**config.mk**
```make
export PLATFORM = sky130hd
export DESIGN_NAME = sgal_dot_stage
export DESIGN_NICKNAME = d
export VERILOG_FILES = /design/src/hdl/sgal_pkg.sv /design/src/hdl/sgal_dot_stage.sv
export SDC_FILE = /design/constraint.sdc
export NUM_CORES = 2
export LEC_CHECK = 0
export ABC_AREA = 1
export BUFFER_PORTS_ARGS = -buffer_cell sky130_fd_sc_hd__clkbuf_2
export CORE_AREA = 2 2 355 357
export CTS_CLUSTER_DIAMETER = 200
export DETAILED_ROUTE_END_ITERATION = 7
export DIE_AREA = 0 0 357 359
export HOLD_SLACK_MARGIN = 0.15
export PLACE_DENSITY = 0.74
export SYNTH_ARGS = -nofsm -noshare
export SYNTH_HDL_FRONTEND = slang
export SYNTH_SLANG_ARGS = --single-unit
```
**constraint.sdc**
```tcl
create_clock -name clk -period 62.6 [get_ports clk]
set_clock_uncertainty 0.15 [all_clocks]
set_input_delay 9.39 -clock clk [delete_from_list [all_inputs] [get_ports clk]]
set_output_delay 9.39 -clock clk [all_outputs]
set_load 0.05 [all_outputs]
```
**src/hdl/sgal_pkg.sv**
```systemverilog
// Shared types and sign tables for the quaternion sign alignment pipeline.
`timescale 1ns / 1ps
`default_nettype none
package sgal_pkg;

  localparam int NUM_COMP  = 4;
  localparam int NUM_UNITS = 8;

  typedef logic signed [15:0] comp_t;
  typedef logic signed [31:0] prod_t;
  typedef logic signed [33:0] dot_t;
  typedef logic        [2:0]  idx_t;
  typedef logic        [1:0]  comp_idx_t;

  typedef comp_t quat_t [NUM_COMP];

  // Unit quaternion family; the low index bit selects the negated member.
  typedef enum logic [1:0] {
    UNIT_ONE = 2'd0,
    UNIT_I   = 2'd1,
    UNIT_J   = 2'd2,
    UNIT_K   = 2'd3
  } unit_t;

  // Left product u*Q takes output component j from input component (j xor unit).
  function automatic comp_idx_t perm_src(unit_t u, comp_idx_t j);
    return comp_idx_t'(u) ^ j;
  endfunction

  // Bit j set when output component j of u*Q is negated, for the positive unit.
  function automatic logic [3:0] perm_neg(unit_t u);
    logic [3:0] mask;
    case (u)
      UNIT_ONE: mask = 4'b0000;
      UNIT_I:   mask = 4'b0101;
      UNIT_J:   mask = 4'b1001;
      UNIT_K:   mask = 4'b0011;
      default:  mask = 4'b0000;
    endcase
    return mask;
  endfunction

  // True when candidate idx negates its component j.
  function automatic logic cand_neg(idx_t idx, comp_idx_t j);
    logic [3:0] mask;
    mask = perm_neg(unit_t'(idx[2:1]));
    return mask[j] ^ idx[0];
  endfunction

endpackage
`default_nettype wire

```
**src/hdl/sgal_dot_stage.sv**
```systemverilog
// Second pipeline stage: dot product of every candidate with the reference.
`timescale 1ns / 1ps
`default_nettype none
module sgal_dot_stage (
  input  wire logic             clk,
  input  wire logic             rst_n,
  input  wire logic             up_valid,
  output logic                  up_ready,
  input  wire logic             down_ready,
  input  wire sgal_pkg::prod_t  prod [4][4],
  input  wire logic [3:0]       qmin,
  input  wire sgal_pkg::quat_t  q,
  output logic                  valid_r,
  output sgal_pkg::dot_t        dot_r [8],
  output sgal_pkg::quat_t       q_r
);
  import sgal_pkg::*;

  logic load;
  dot_t dot_nxt [NUM_UNITS];

  assign up_ready = !valid_r || down_ready;
  assign load     = up_valid && up_ready;

  // A negated term keeps its sign when the source component is the most
  // negative code, matching the wrapped candidate value.
  always_comb begin
    idx_t      n;
    comp_idx_t jj;
    comp_idx_t src;
    prod_t     term;
    dot_t      acc;
    for (int i = 0; i < NUM_UNITS; i++) begin
      n   = idx_t'(i);
      acc = '0;
      for (int j = 0; j < NUM_COMP; j++) begin
        jj   = comp_idx_t'(j);
        src  = perm_src(unit_t'(n[2:1]), jj);
        term = prod[j][src];
        if (cand_neg(n, jj) && !qmin[src]) begin
          term = -term;
        end
        acc = acc + dot_t'(term);
      end
      dot_nxt[i] = acc;
    end
  end

  always_ff @(posedge clk) begin
    if (!rst_n) begin
      valid_r <= 1'b0;
    end else if (up_ready) begin
      valid_r <= up_valid;
    end
  end

  always_ff @(posedge clk) begin
    if (load) begin
      dot_r <= dot_nxt;
      q_r   <= q;
    end
  end

endmodule
`default_nettype wire

```
==> results.toml <==
[placement]
port_buffers = 921
gp_congestion = 1.06
hpwlAfterDp_um = 231000

[die]
core-area_sq_um = 125000
dieWidth_um = 357
die-area_sq_um = 128000
rows = 130
initial_utilization = 0.469
io_pins = 922
die_h_um = 359

[routing]
dr.pass1.iters = 8
drt_wl_total_um = 261000
drt_iter0_markers = 6596
drtAntennaViolNets = 0
routedWlPerCell_um = 22.4
via_count = 60800
routed_via_density = 5.22
drc = 0

[setup_path]
setup.worst_path.class = "in2out"
cp.required_ns = 53.06
arrival_ns = 10.08
crit_slowest_cell = "clkbuf_2"
cp_common_cell = "clkbuf_2"
cp-end-kind = "output pin"
regToRegStartpoint = "valid_r"
path_cells = "clkbuf_2 -> inv_1 -> nand2_1 -> clkbuf_2"
crit_fanout = 2
cp-startpoint = "down_ready"
startpoint_type = "primary input"
critical_path.max_stage_delay_ns = 0.28

[hold_path]
worstHoldStart = "valid_r"
hold_class = "reg2reg"

[synthesis]
netlist.area_leader.share = 0.192
ys_types = 45
ys_seq_area_frac = 0.173
yosys_warnings = 0
syn_inst = 9018
avgSynthCellArea_sq_um = 6.48
synth_area_leaders = "nand2_1 (19%), fa_1 (18%), edfxtp_1 (17%)"
synthesis.area_sq_um = 58400
ys_seq_elements = 337
synth_area_leader_cell = "nand2_1"
synth.net_count = 10400

[cts]
ctsLongestPathBuffers = 3
cts_tree = "built"
clkTransAtPathRegs_ns = 0.06
clk_latency_ns = 0.61
numCtsBuffers = 40
cts_resized = 0
cts_hold_buf = 0
cts_setup_buffers = 0
clockRootBuffer = "clkbuf_16"
cts_num_sinks = 337
h-tree-depth = 2

[sta]
drv_slew = 0
rsz0062_at_grt = "no"
setup_violations = 0
slew_headroom = 0.355
hold_viol = 0
worstMarginPinSlew_ns = 0.968
finalCritPeriodShare = 0.313
finalSetupTns_ns = 0
fmax_mhz = 51.0
period_minus_slack_ns = 19.62

[pwr]
p_int_mw = 1.07
p_comb_frac = 0.736
switching_power_mw = 1.55
ir_drop_mv = 0.0485
swShare = 0.591
p_seq_frac = 0.171
p_per_area_nw_per_um2 = 39.5
p_leak_nw = 38.2
p_clk_frac = 0.093

[status]
outcome = "finished, final reports clean"

[flow_run]
cap_violations = 0

[finish]
nNetsFinal = 11300
area_growth_pct = 13.5
fin_util = 0.533
layout_common_cells = "nand2_1 (2986), inv_1 (2173), clkbuf_2 (917)"
layout_commonest_cell = "nand2_1"
fill_cells = 12700
drive_above_1_share = 0.120

[grt]
grt-ovfl-total = 0
grt_pass1_vias = 57700
grt_pass1_wl_um = 372000
grt_max_degree = 65
grtUsageTotal = 0.399
antenna_found_initial = 61
-- registers in the layout, indices dropped and copies added, names as in the netlist --
register and flops:
dot_r 272, q_r 64, valid_r 1
-- cells in the mapped netlist, drive strengths merged --
library cell     n
and3             3
a21boi          20
o31ai            6
nor3            42
inv           2224
xor2           428
o21a             1
o21bai          10
xnor2           35
a31oi            6
or2             16
edfxtp         336
and2            15
dfxtp            1
ha             280
o211ai           3
clkinv           4
a21oi          202
nand3          540
mux2i           16
o21ai          175
nand3b           8
a21o             8
nand2         3035
clkbuf          14
nor2           922
buf             48
nand4          100
fa             520
-- worst max-delay path, delay by kind of cell --
kind / cells / cell delay (ns)
buf+inv: 3 / 0.60
simple gates: 1 / 0.09
-- power groups by stage --
stage	registers (mW)	clock network, mW	logic [mW]
after floorplan	0.735	0	1.01
after global placement	0.448	0	1.87
after detailed placement	0.450	0	1.88
after CTS	0.447	0.248	1.90
after global routing	0.451	0.255	2.11
final	0.448	0.243	1.93
-- logic make-up after synthesis --
kind of cell / after synthesis / synth area share
simple gates: 4681 / 0.327
buf+inv: 2290 / 0.148
fa+ha+maj: 800 / 0.238
xor+xnor: 463 / 0.0694
compound gates: 431 / 0.0410
flops: 337 / 0.173
mux: 16 / 0.00274
-- stage by stage --
stage | power [mW] | instances | instance area (sq um) | hold WS [ns] | setup slack [ns]
2_1_floorplan | 1.74 | 9018 | 58400 | 0.957 | 35.78
3_3_place_gp | 2.31 | 11500 | 64900 | 0.410 | 43.04
3_5_place_dp | 2.33 | 11500 | 64900 | 0.406 | 43.05
4_1_cts | 2.59 | 11600 | 66200 | 0.415 | 43.04
5_1_grt | 2.81 | 11700 | 66300 | 0.438 | 42.97
6_report | 2.62 | 11700 | 66400 | 0.414 | 42.98
-- per-layer routing --
metal / vias to the layer above / wire [um] / global-route usage
met3: 700 / 25300 / 0.0775
li1: 28800 / - / -
met2: 3156 / 115000 / 0.622
met1: 28200 / 101000 / 0.502
met5: - / 119 / 0
met4: 18 / 20300 / 0.266
-- final timing paths --
path | to | slack (ns) | depth (start not counted)
hold / removal | valid_r | 0.41 | 2
hold reg to reg | valid_r | 0.41 | 2
setup reg to reg | dot_r[12] | 59.10 | 4
setup / recovery | up_ready | 42.98 | 4
-- area by class of cell --
cell class                      instances  area [sq um]  share of cell area
Multi-Input combinational cell       6391         39700               0.598
Sequential cell                       337         10100               0.152
Inverter                             2228          8370               0.126
Clock inverter                         19           231             0.00349
Antenna cell                           45           113             0.00170
Timing Repair Buffer                  936          4720              0.0712
Tap cell                             1650          2060              0.0311
Clock buffer                           51          1060              0.0160
(Power assumes the default switching activity.)
