File: config.mk
export PLATFORM = sky130hd
export DESIGN_NAME = sgal_select_stage
export DESIGN_NICKNAME = d
export VERILOG_FILES = /design/src/hdl/sgal_pkg.sv /design/src/hdl/sgal_select_stage.sv
export SDC_FILE = /design/constraint.sdc
export NUM_CORES = 1
export LEC_CHECK = 0
export ABC_AREA = 1
export ABC_CLOCK_PERIOD_IN_PS = 6300
export BUFFER_PORTS_ARGS = -buffer_cell sky130_fd_sc_hd__buf_4
export CORE_MARGIN = 2
export CORE_UTILIZATION = 56
export DETAILED_ROUTE_END_ITERATION = 8
export GPL_TIMING_DRIVEN = 0
export PLACE_DENSITY = 0.84
export SYNTH_ARGS = -nofsm -noshare
export SYNTH_HDL_FRONTEND = slang
export SYNTH_SLANG_ARGS = --single-unit
File: constraint.sdc
create_clock -name clk -period 6.3 [get_ports clk]
set_input_delay 0.63 -clock clk [delete_from_list [all_inputs] [get_ports clk]]
set_output_delay 0.63 -clock clk [all_outputs]
set_load 0.02 [all_outputs]
File: src/hdl/sgal_pkg.sv
// Shared types and sign tables for the quaternion sign alignment pipeline.
`timescale 1ns / 1ps
`default_nettype none
package sgal_pkg;

  localparam int NUM_COMP  = 4;
  localparam int NUM_UNITS = 8;

  typedef logic signed [15:0] comp_t;
  typedef logic signed [31:0] prod_t;
  typedef logic signed [33:0] dot_t;
  typedef logic        [2:0]  idx_t;
  typedef logic        [1:0]  comp_idx_t;

  typedef comp_t quat_t [NUM_COMP];

  // Unit quaternion family; the low index bit selects the negated member.
  typedef enum logic [1:0] {
    UNIT_ONE = 2'd0,
    UNIT_I   = 2'd1,
    UNIT_J   = 2'd2,
    UNIT_K   = 2'd3
  } unit_t;

  // Left product u*Q takes output component j from input component (j xor unit).
  function automatic comp_idx_t perm_src(unit_t u, comp_idx_t j);
    return comp_idx_t'(u) ^ j;
  endfunction

  // Bit j set when output component j of u*Q is negated, for the positive unit.
  function automatic logic [3:0] perm_neg(unit_t u);
    logic [3:0] mask;
    case (u)
      UNIT_ONE: mask = 4'b0000;
      UNIT_I:   mask = 4'b0101;
      UNIT_J:   mask = 4'b1001;
      UNIT_K:   mask = 4'b0011;
      default:  mask = 4'b0000;
    endcase
    return mask;
  endfunction

  // True when candidate idx negates its component j.
  function automatic logic cand_neg(idx_t idx, comp_idx_t j);
    logic [3:0] mask;
    mask = perm_neg(unit_t'(idx[2:1]));
    return mask[j] ^ idx[0];
  endfunction

endpackage
`default_nettype wire

File: src/hdl/sgal_select_stage.sv
// Third and fourth pipeline stages: maximum search and forming of the winning candidate.
`timescale 1ns / 1ps
`default_nettype none
module sgal_select_stage (
  input  wire logic             clk,
  input  wire logic             rst_n,
  input  wire logic             up_valid,
  output logic                  up_ready,
  input  wire logic             down_ready,
  input  wire sgal_pkg::dot_t   dot [8],
  input  wire sgal_pkg::quat_t  q,
  output logic                  valid_r,
  output sgal_pkg::quat_t       cand_r,
  output sgal_pkg::idx_t        idx_r
);
  import sgal_pkg::*;

  // Pair winners after two compare levels.
  logic    pair_valid_r;
  logic    pair_ready;
  logic    out_ready;
  dot_t    pair_dot_r [2];
  idx_t    pair_idx_r [2];
  quat_t   pair_q_r;
  dot_t    pair_dot_nxt [2];
  idx_t    pair_idx_nxt [2];
  idx_t    win_idx;
  quat_t   cand_nxt;

  assign out_ready  = !valid_r || down_ready;
  assign pair_ready = !pair_valid_r || out_ready;
  assign up_ready   = pair_ready;

  // The lower index is kept unless the higher one is strictly larger.
  always_comb begin
    dot_t l1_dot [4];
    idx_t l1_idx [4];
    for (int k = 0; k < 4; k++) begin
      if (dot[2*k+1] > dot[2*k]) begin
        l1_dot[k] = dot[2*k+1];
        l1_idx[k] = idx_t'(2*k+1);
      end else begin
        l1_dot[k] = dot[2*k];
        l1_idx[k] = idx_t'(2*k);
      end
    end
    for (int k = 0; k < 2; k++) begin
      if (l1_dot[2*k+1] > l1_dot[2*k]) begin
        pair_dot_nxt[k] = l1_dot[2*k+1];
        pair_idx_nxt[k] = l1_idx[2*k+1];
      end else begin
        pair_dot_nxt[k] = l1_dot[2*k];
        pair_idx_nxt[k] = l1_idx[2*k];
      end
    end
  end

  always_ff @(posedge clk) begin
    if (!rst_n) begin
      pair_valid_r <= 1'b0;
    end else if (pair_ready) begin
      pair_valid_r <= up_valid;
    end
  end

  always_ff @(posedge clk) begin
    if (up_valid && pair_ready) begin
      pair_dot_r <= pair_dot_nxt;
      pair_idx_r <= pair_idx_nxt;
      pair_q_r   <= q;
    end
  end

  // Final compare, then rebuild the chosen candidate from the input quaternion.
  always_comb begin
    comp_idx_t jj;
    comp_idx_t src;
    win_idx = (pair_dot_r[1] > pair_dot_r[0]) ? pair_idx_r[1] : pair_idx_r[0];
    for (int j = 0; j < NUM_COMP; j++) begin
      jj  = comp_idx_t'(j);
      src = perm_src(unit_t'(win_idx[2:1]), jj);
      cand_nxt[j] = cand_neg(win_idx, jj) ? comp_t'(-pair_q_r[src]) : pair_q_r[src];
    end
  end

  always_ff @(posedge clk) begin
    if (!rst_n) begin
      valid_r <= 1'b0;
    end else if (out_ready) begin
      valid_r <= pair_valid_r;
    end
  end

  always_ff @(posedge clk) begin
    if (pair_valid_r && out_ready) begin
      cand_r <= cand_nxt;
      idx_r  <= win_idx;
    end
  end

  // A held pair must not change while the output stage is blocked.
  a_pair_hold: assert property (@(posedge clk) disable iff (!rst_n)
    pair_valid_r && !out_ready |=> pair_valid_r && $stable(pair_idx_r[0])
      && $stable(pair_idx_r[1]))
    else $error("pair stage changed while blocked");

  // The chosen index always comes from one of the two held pairs.
  a_win_from_pair: assert property (@(posedge clk) disable iff (!rst_n)
    pair_valid_r |-> (win_idx == pair_idx_r[0]) || (win_idx == pair_idx_r[1]))
    else $error("winner not taken from a pair");

endmodule
`default_nettype wire

==> qor.yml <==
mostFrequentLayoutCells: "663 x sky130_fd_sc_hd__nand2_1, 413 x sky130_fd_sc_hd__buf_4, 301 x sky130_fd_sc_hd__inv_1"
dieWidth_um: 184
grt_setup_unrepaired: "false"
grt_max_degree: 100
critPathBufInv: 6
final_period_minus_worst_setup_slack_ns: 6.01
timing.final.crit_share: 0.954
fp.coreArea_um2: 31600
synth_ff_type: "sky130_fd_sc_hd__edfxtp_1"
grt.overflow.total: 0
initial_core_utilization: 0.571
synth-edff-count: 203
placement_rows: 65
critPathTopFamily: "simple AND/OR/NAND/NOR gates"
boundaryPins: 409
final_nets: 3425
proportion_of_layout_cells_with_a_drive_suffix_above_1: 0.183
worst_path_max_delay_cell: "sky130_fd_sc_hd__or4_1"
cts_tree: "yes"
yosysUniqueCellTypes: 49
antenna_found_initial: 0
worst-path-max-fanout: 10
floorplan.die.height_um: 184
tns_ns: 0
hp-class: "in -> reg"
crit_path_max_incr_delay_ns: 0.53
placed_area_um2: 21700
outcome: "completed"
die_area_um2: 33700
layout_commonest_cell: "sky130_fd_sc_hd__nand2_1"
power-per-cell-area_nw_per_um2: 596
synth_largest_type_area_fraction: 0.338
endpoint_kind_of_the_worst_setup_timing_path: "flip-flop"
ys_ff_latch: 205
syn_nets: 2989
synth_xor_xnor_area_share: 0.0166
number_of_logic_stages_on_the_critical_path_including_buffering: 26
synth_compound_gate_area_share: 0.125
timing.max_cap.violations: 0
rr_worst_depth: 22
grt_first_pass_wirelength_um: 92100
cp-start-kind: "input port"
synthesis.instances: 2407
crit_arrival_ns: 6.32
worst_ir_drop_vdd_mv: 0.370
place_hpwl_um: 50100
slew_viol_final: 0
hold-path-endpoint: "pair_q_r[37]$_DFFE_PP_"
final.fill_count: 2505
route.detailed.wl_per_inst_um: 18.6
route.antenna.remaining_nets: 0
reg2reg_to: "cand_r[63]$_DFFE_PP_"
worst_ep_required_time_ns: 6.61
ys_seq_area_frac: 0.340
internal_reg_to_reg_setup_slack_ns: 2.39
asyncSetResetFlopFracSynth: 0
synth_top_family_by_area: "simple AND/OR/NAND/NOR gates"
worst_slew_margin_rel: 0.294
numCtsBuffers: 23
antenna_cells_inserted: 0
routed-via-count: 18821
synthSimpleGateAreaFrac: 0.265
ys_warn_count: 0
netlist.top_cell.by_area: "sky130_fd_sc_hd__edfxtp_1"
initialDrtViolationCount: 1560
final_cells: 3260
route.final.wire_length_um: 60500
area.growth.synth_to_final_pct: 23.9
setup_viol_count_final: 0
timing_hold_violations_final: 0
min_from: "q[37]"
yosys.area_share.adder: 0.168
leak_pwr_uw: 0.0112
fin_skew_ns: 0.0148
post_synth.cell_area_avg_um2: 7.50
critPathKind: "in -> reg"
detailed_route_drc_error_count: 0
via_count_of_the_first_global_routing_pass: 18405
finalWorstSetupSlack_ns: 0.288
timing.hold.worst_path_depth: 1
numPortBuffers: 408
ranking_of_synthesized_cells_by_area: "sky130_fd_sc_hd__edfxtp_1 34%, sky130_fd_sc_hd__ha_1 17%, sky130_fd_sc_hd__nand2_1 14%, sky130_fd_sc_hd__nand3_1 6.7%, sky130_fd_sc_hd__inv_1 6.3%"
cts_clk_pin_slew_worst_paths_ns: 0.06
firstDrtPassIters: 6
peak_clock_frequency_supported_by_timing_ghz: 0.166
number_of_clock_sinks: 205
gp_congestion: 0.979
dp_worst_setup_slack_ns: -0.0111
post-place-cells: 3220
yosys-mux-area-fraction: 0
stdcell_area_um2: 22400
postCtsSetupBuffers: 0
h-tree-depth: 1
ctsRootBufferMaster: "sky130_fd_sc_hd__clkbuf_16"
worst_slew_pin_slew_ns: 1.05
cts_max_path_buffers: 3
clk-insertion-delay-late_ns: 0.52
synthesis.area_um2: 18100
timing.rr.start: "pair_dot_r[9]$_DFFE_PP_"
globalRouteTotalUtil: 0.347
drt_via_density: 5.77
[where the power goes]
group | switching (uW) | internal, uW | leakage [uW]
clock network | 541 | 669 | 0.000323
logic | 6490 | 3010 | 0.00893
registers | 161 | 2460 | 0.00198
[what timing repair did]
item                                    in CTS  in global routing
hold buffers                                 0                  0
endpoints found under the setup margin       0                 30
resized for setup                            0                 10
[through the flow]
| stage | hold slack (ns) | util | total power (uW) |
|---|---|---|---|
| 3_5_place_dp | 0.551 | 0.686 | 11900 |
| 4_1_cts | 0.273 | 0.707 | 13200 |
| 5_1_grt | 0.275 | 0.707 | 14300 |
| 3_3_place_gp | 0.453 | 0.683 | 11600 |
| 6_report | 0.289 | 0.707 | 13300 |
| 2_1_floorplan | 0.447 | - | 8970 |
[worst max-delay path by stage]
stage | start | end | slack (ns)
detailed placement | dot[169] | pair_dot_r[46]$_DFFE_PP_ | -0.01
global placement | dot[169] | pair_dot_r[45]$_DFFE_PP_ | 0.12
global route | dot[63] | pair_dot_r[21]$_DFFE_PP_ | 0.05
floorplan | dot[253] | pair_dot_r[38]$_DFFE_PP_ | 1.59
finish | dot[253] | pair_dot_r[49]$_DFFE_PP_ | 0.29
CTS | dot[169] | pair_dot_r[58]$_DFFE_PP_ | 0.49
[state kept, by name, indices dropped and copies added (netlist names)]
register,count
pair_dot_r,68
cand_r,64
pair_q_r,64
pair_idx_r,4
idx_r,3
pair_valid_r,1
valid_r,1
[cell families (layout without fill, tap and decap cells)]
family,after synthesis,in the layout
and+or+nand+nor,1123,1123
AOI/OAI and AO/OA,414,414
buffers and inverters,391,842
adders and majority gates,242,242
DFF,205,205
xor gates and xnor gates,32,32
[layer usage]
metal  vias up  track usage  wire (um)
li1       9042            -          -
met1      8545        0.397      22300
met2      1025        0.624      29600
met3       209       0.0471       4900
met4         0        0.192       3690
met5         -            0          0
[final cells by class]
| class | instances | area, um2 | area share |
|---|---|---|---|
| Inverter | 308 | 1160 | 0.0519 |
| Timing Repair Buffer | 411 | 3130 | 0.140 |
| Buffer | 83 | 407 | 0.0182 |
| Sequential cell | 205 | 6140 | 0.274 |
| Multi-Input combinational cell | 1811 | 10400 | 0.464 |
| Tap cell | 402 | 503 | 0.0225 |
| Clock buffer | 28 | 594 | 0.0266 |
| Clock inverter | 12 | 60.1 | 0.00269 |
[synth_stat cells, types with 3 or more instances]
cell type	count
sky130_fd_sc_hd__nor4_1	11
sky130_fd_sc_hd__o211ai_1	10
sky130_fd_sc_hd__inv_2	6
sky130_fd_sc_hd__a211oi_1	11
sky130_fd_sc_hd__o21ai_1	12
sky130_fd_sc_hd__a21oi_1	134
sky130_fd_sc_hd__ha_1	242
sky130_fd_sc_hd__edfxtp_1	203
sky130_fd_sc_hd__buf_1	8
sky130_fd_sc_hd__xnor2_1	4
sky130_fd_sc_hd__nand3b_1	16
sky130_fd_sc_hd__nand4_1	31
sky130_fd_sc_hd__o21ai_2	9
sky130_fd_sc_hd__nand2_2	13
sky130_fd_sc_hd__o21ai_0	217
sky130_fd_sc_hd__o21a_1	3
sky130_fd_sc_hd__o2111ai_1	4
sky130_fd_sc_hd__buf_2	26
sky130_fd_sc_hd__clkbuf_1	39
sky130_fd_sc_hd__nand3_1	240
sky130_fd_sc_hd__buf_4	5
sky130_fd_sc_hd__buf_6	5
sky130_fd_sc_hd__xor2_1	27
sky130_fd_sc_hd__inv_1	302
sky130_fd_sc_hd__nor2_1	127
sky130_fd_sc_hd__nand2_1	663
sky130_fd_sc_hd__nor3_1	11
Note: power is estimated with default switching activity, not from simulation.
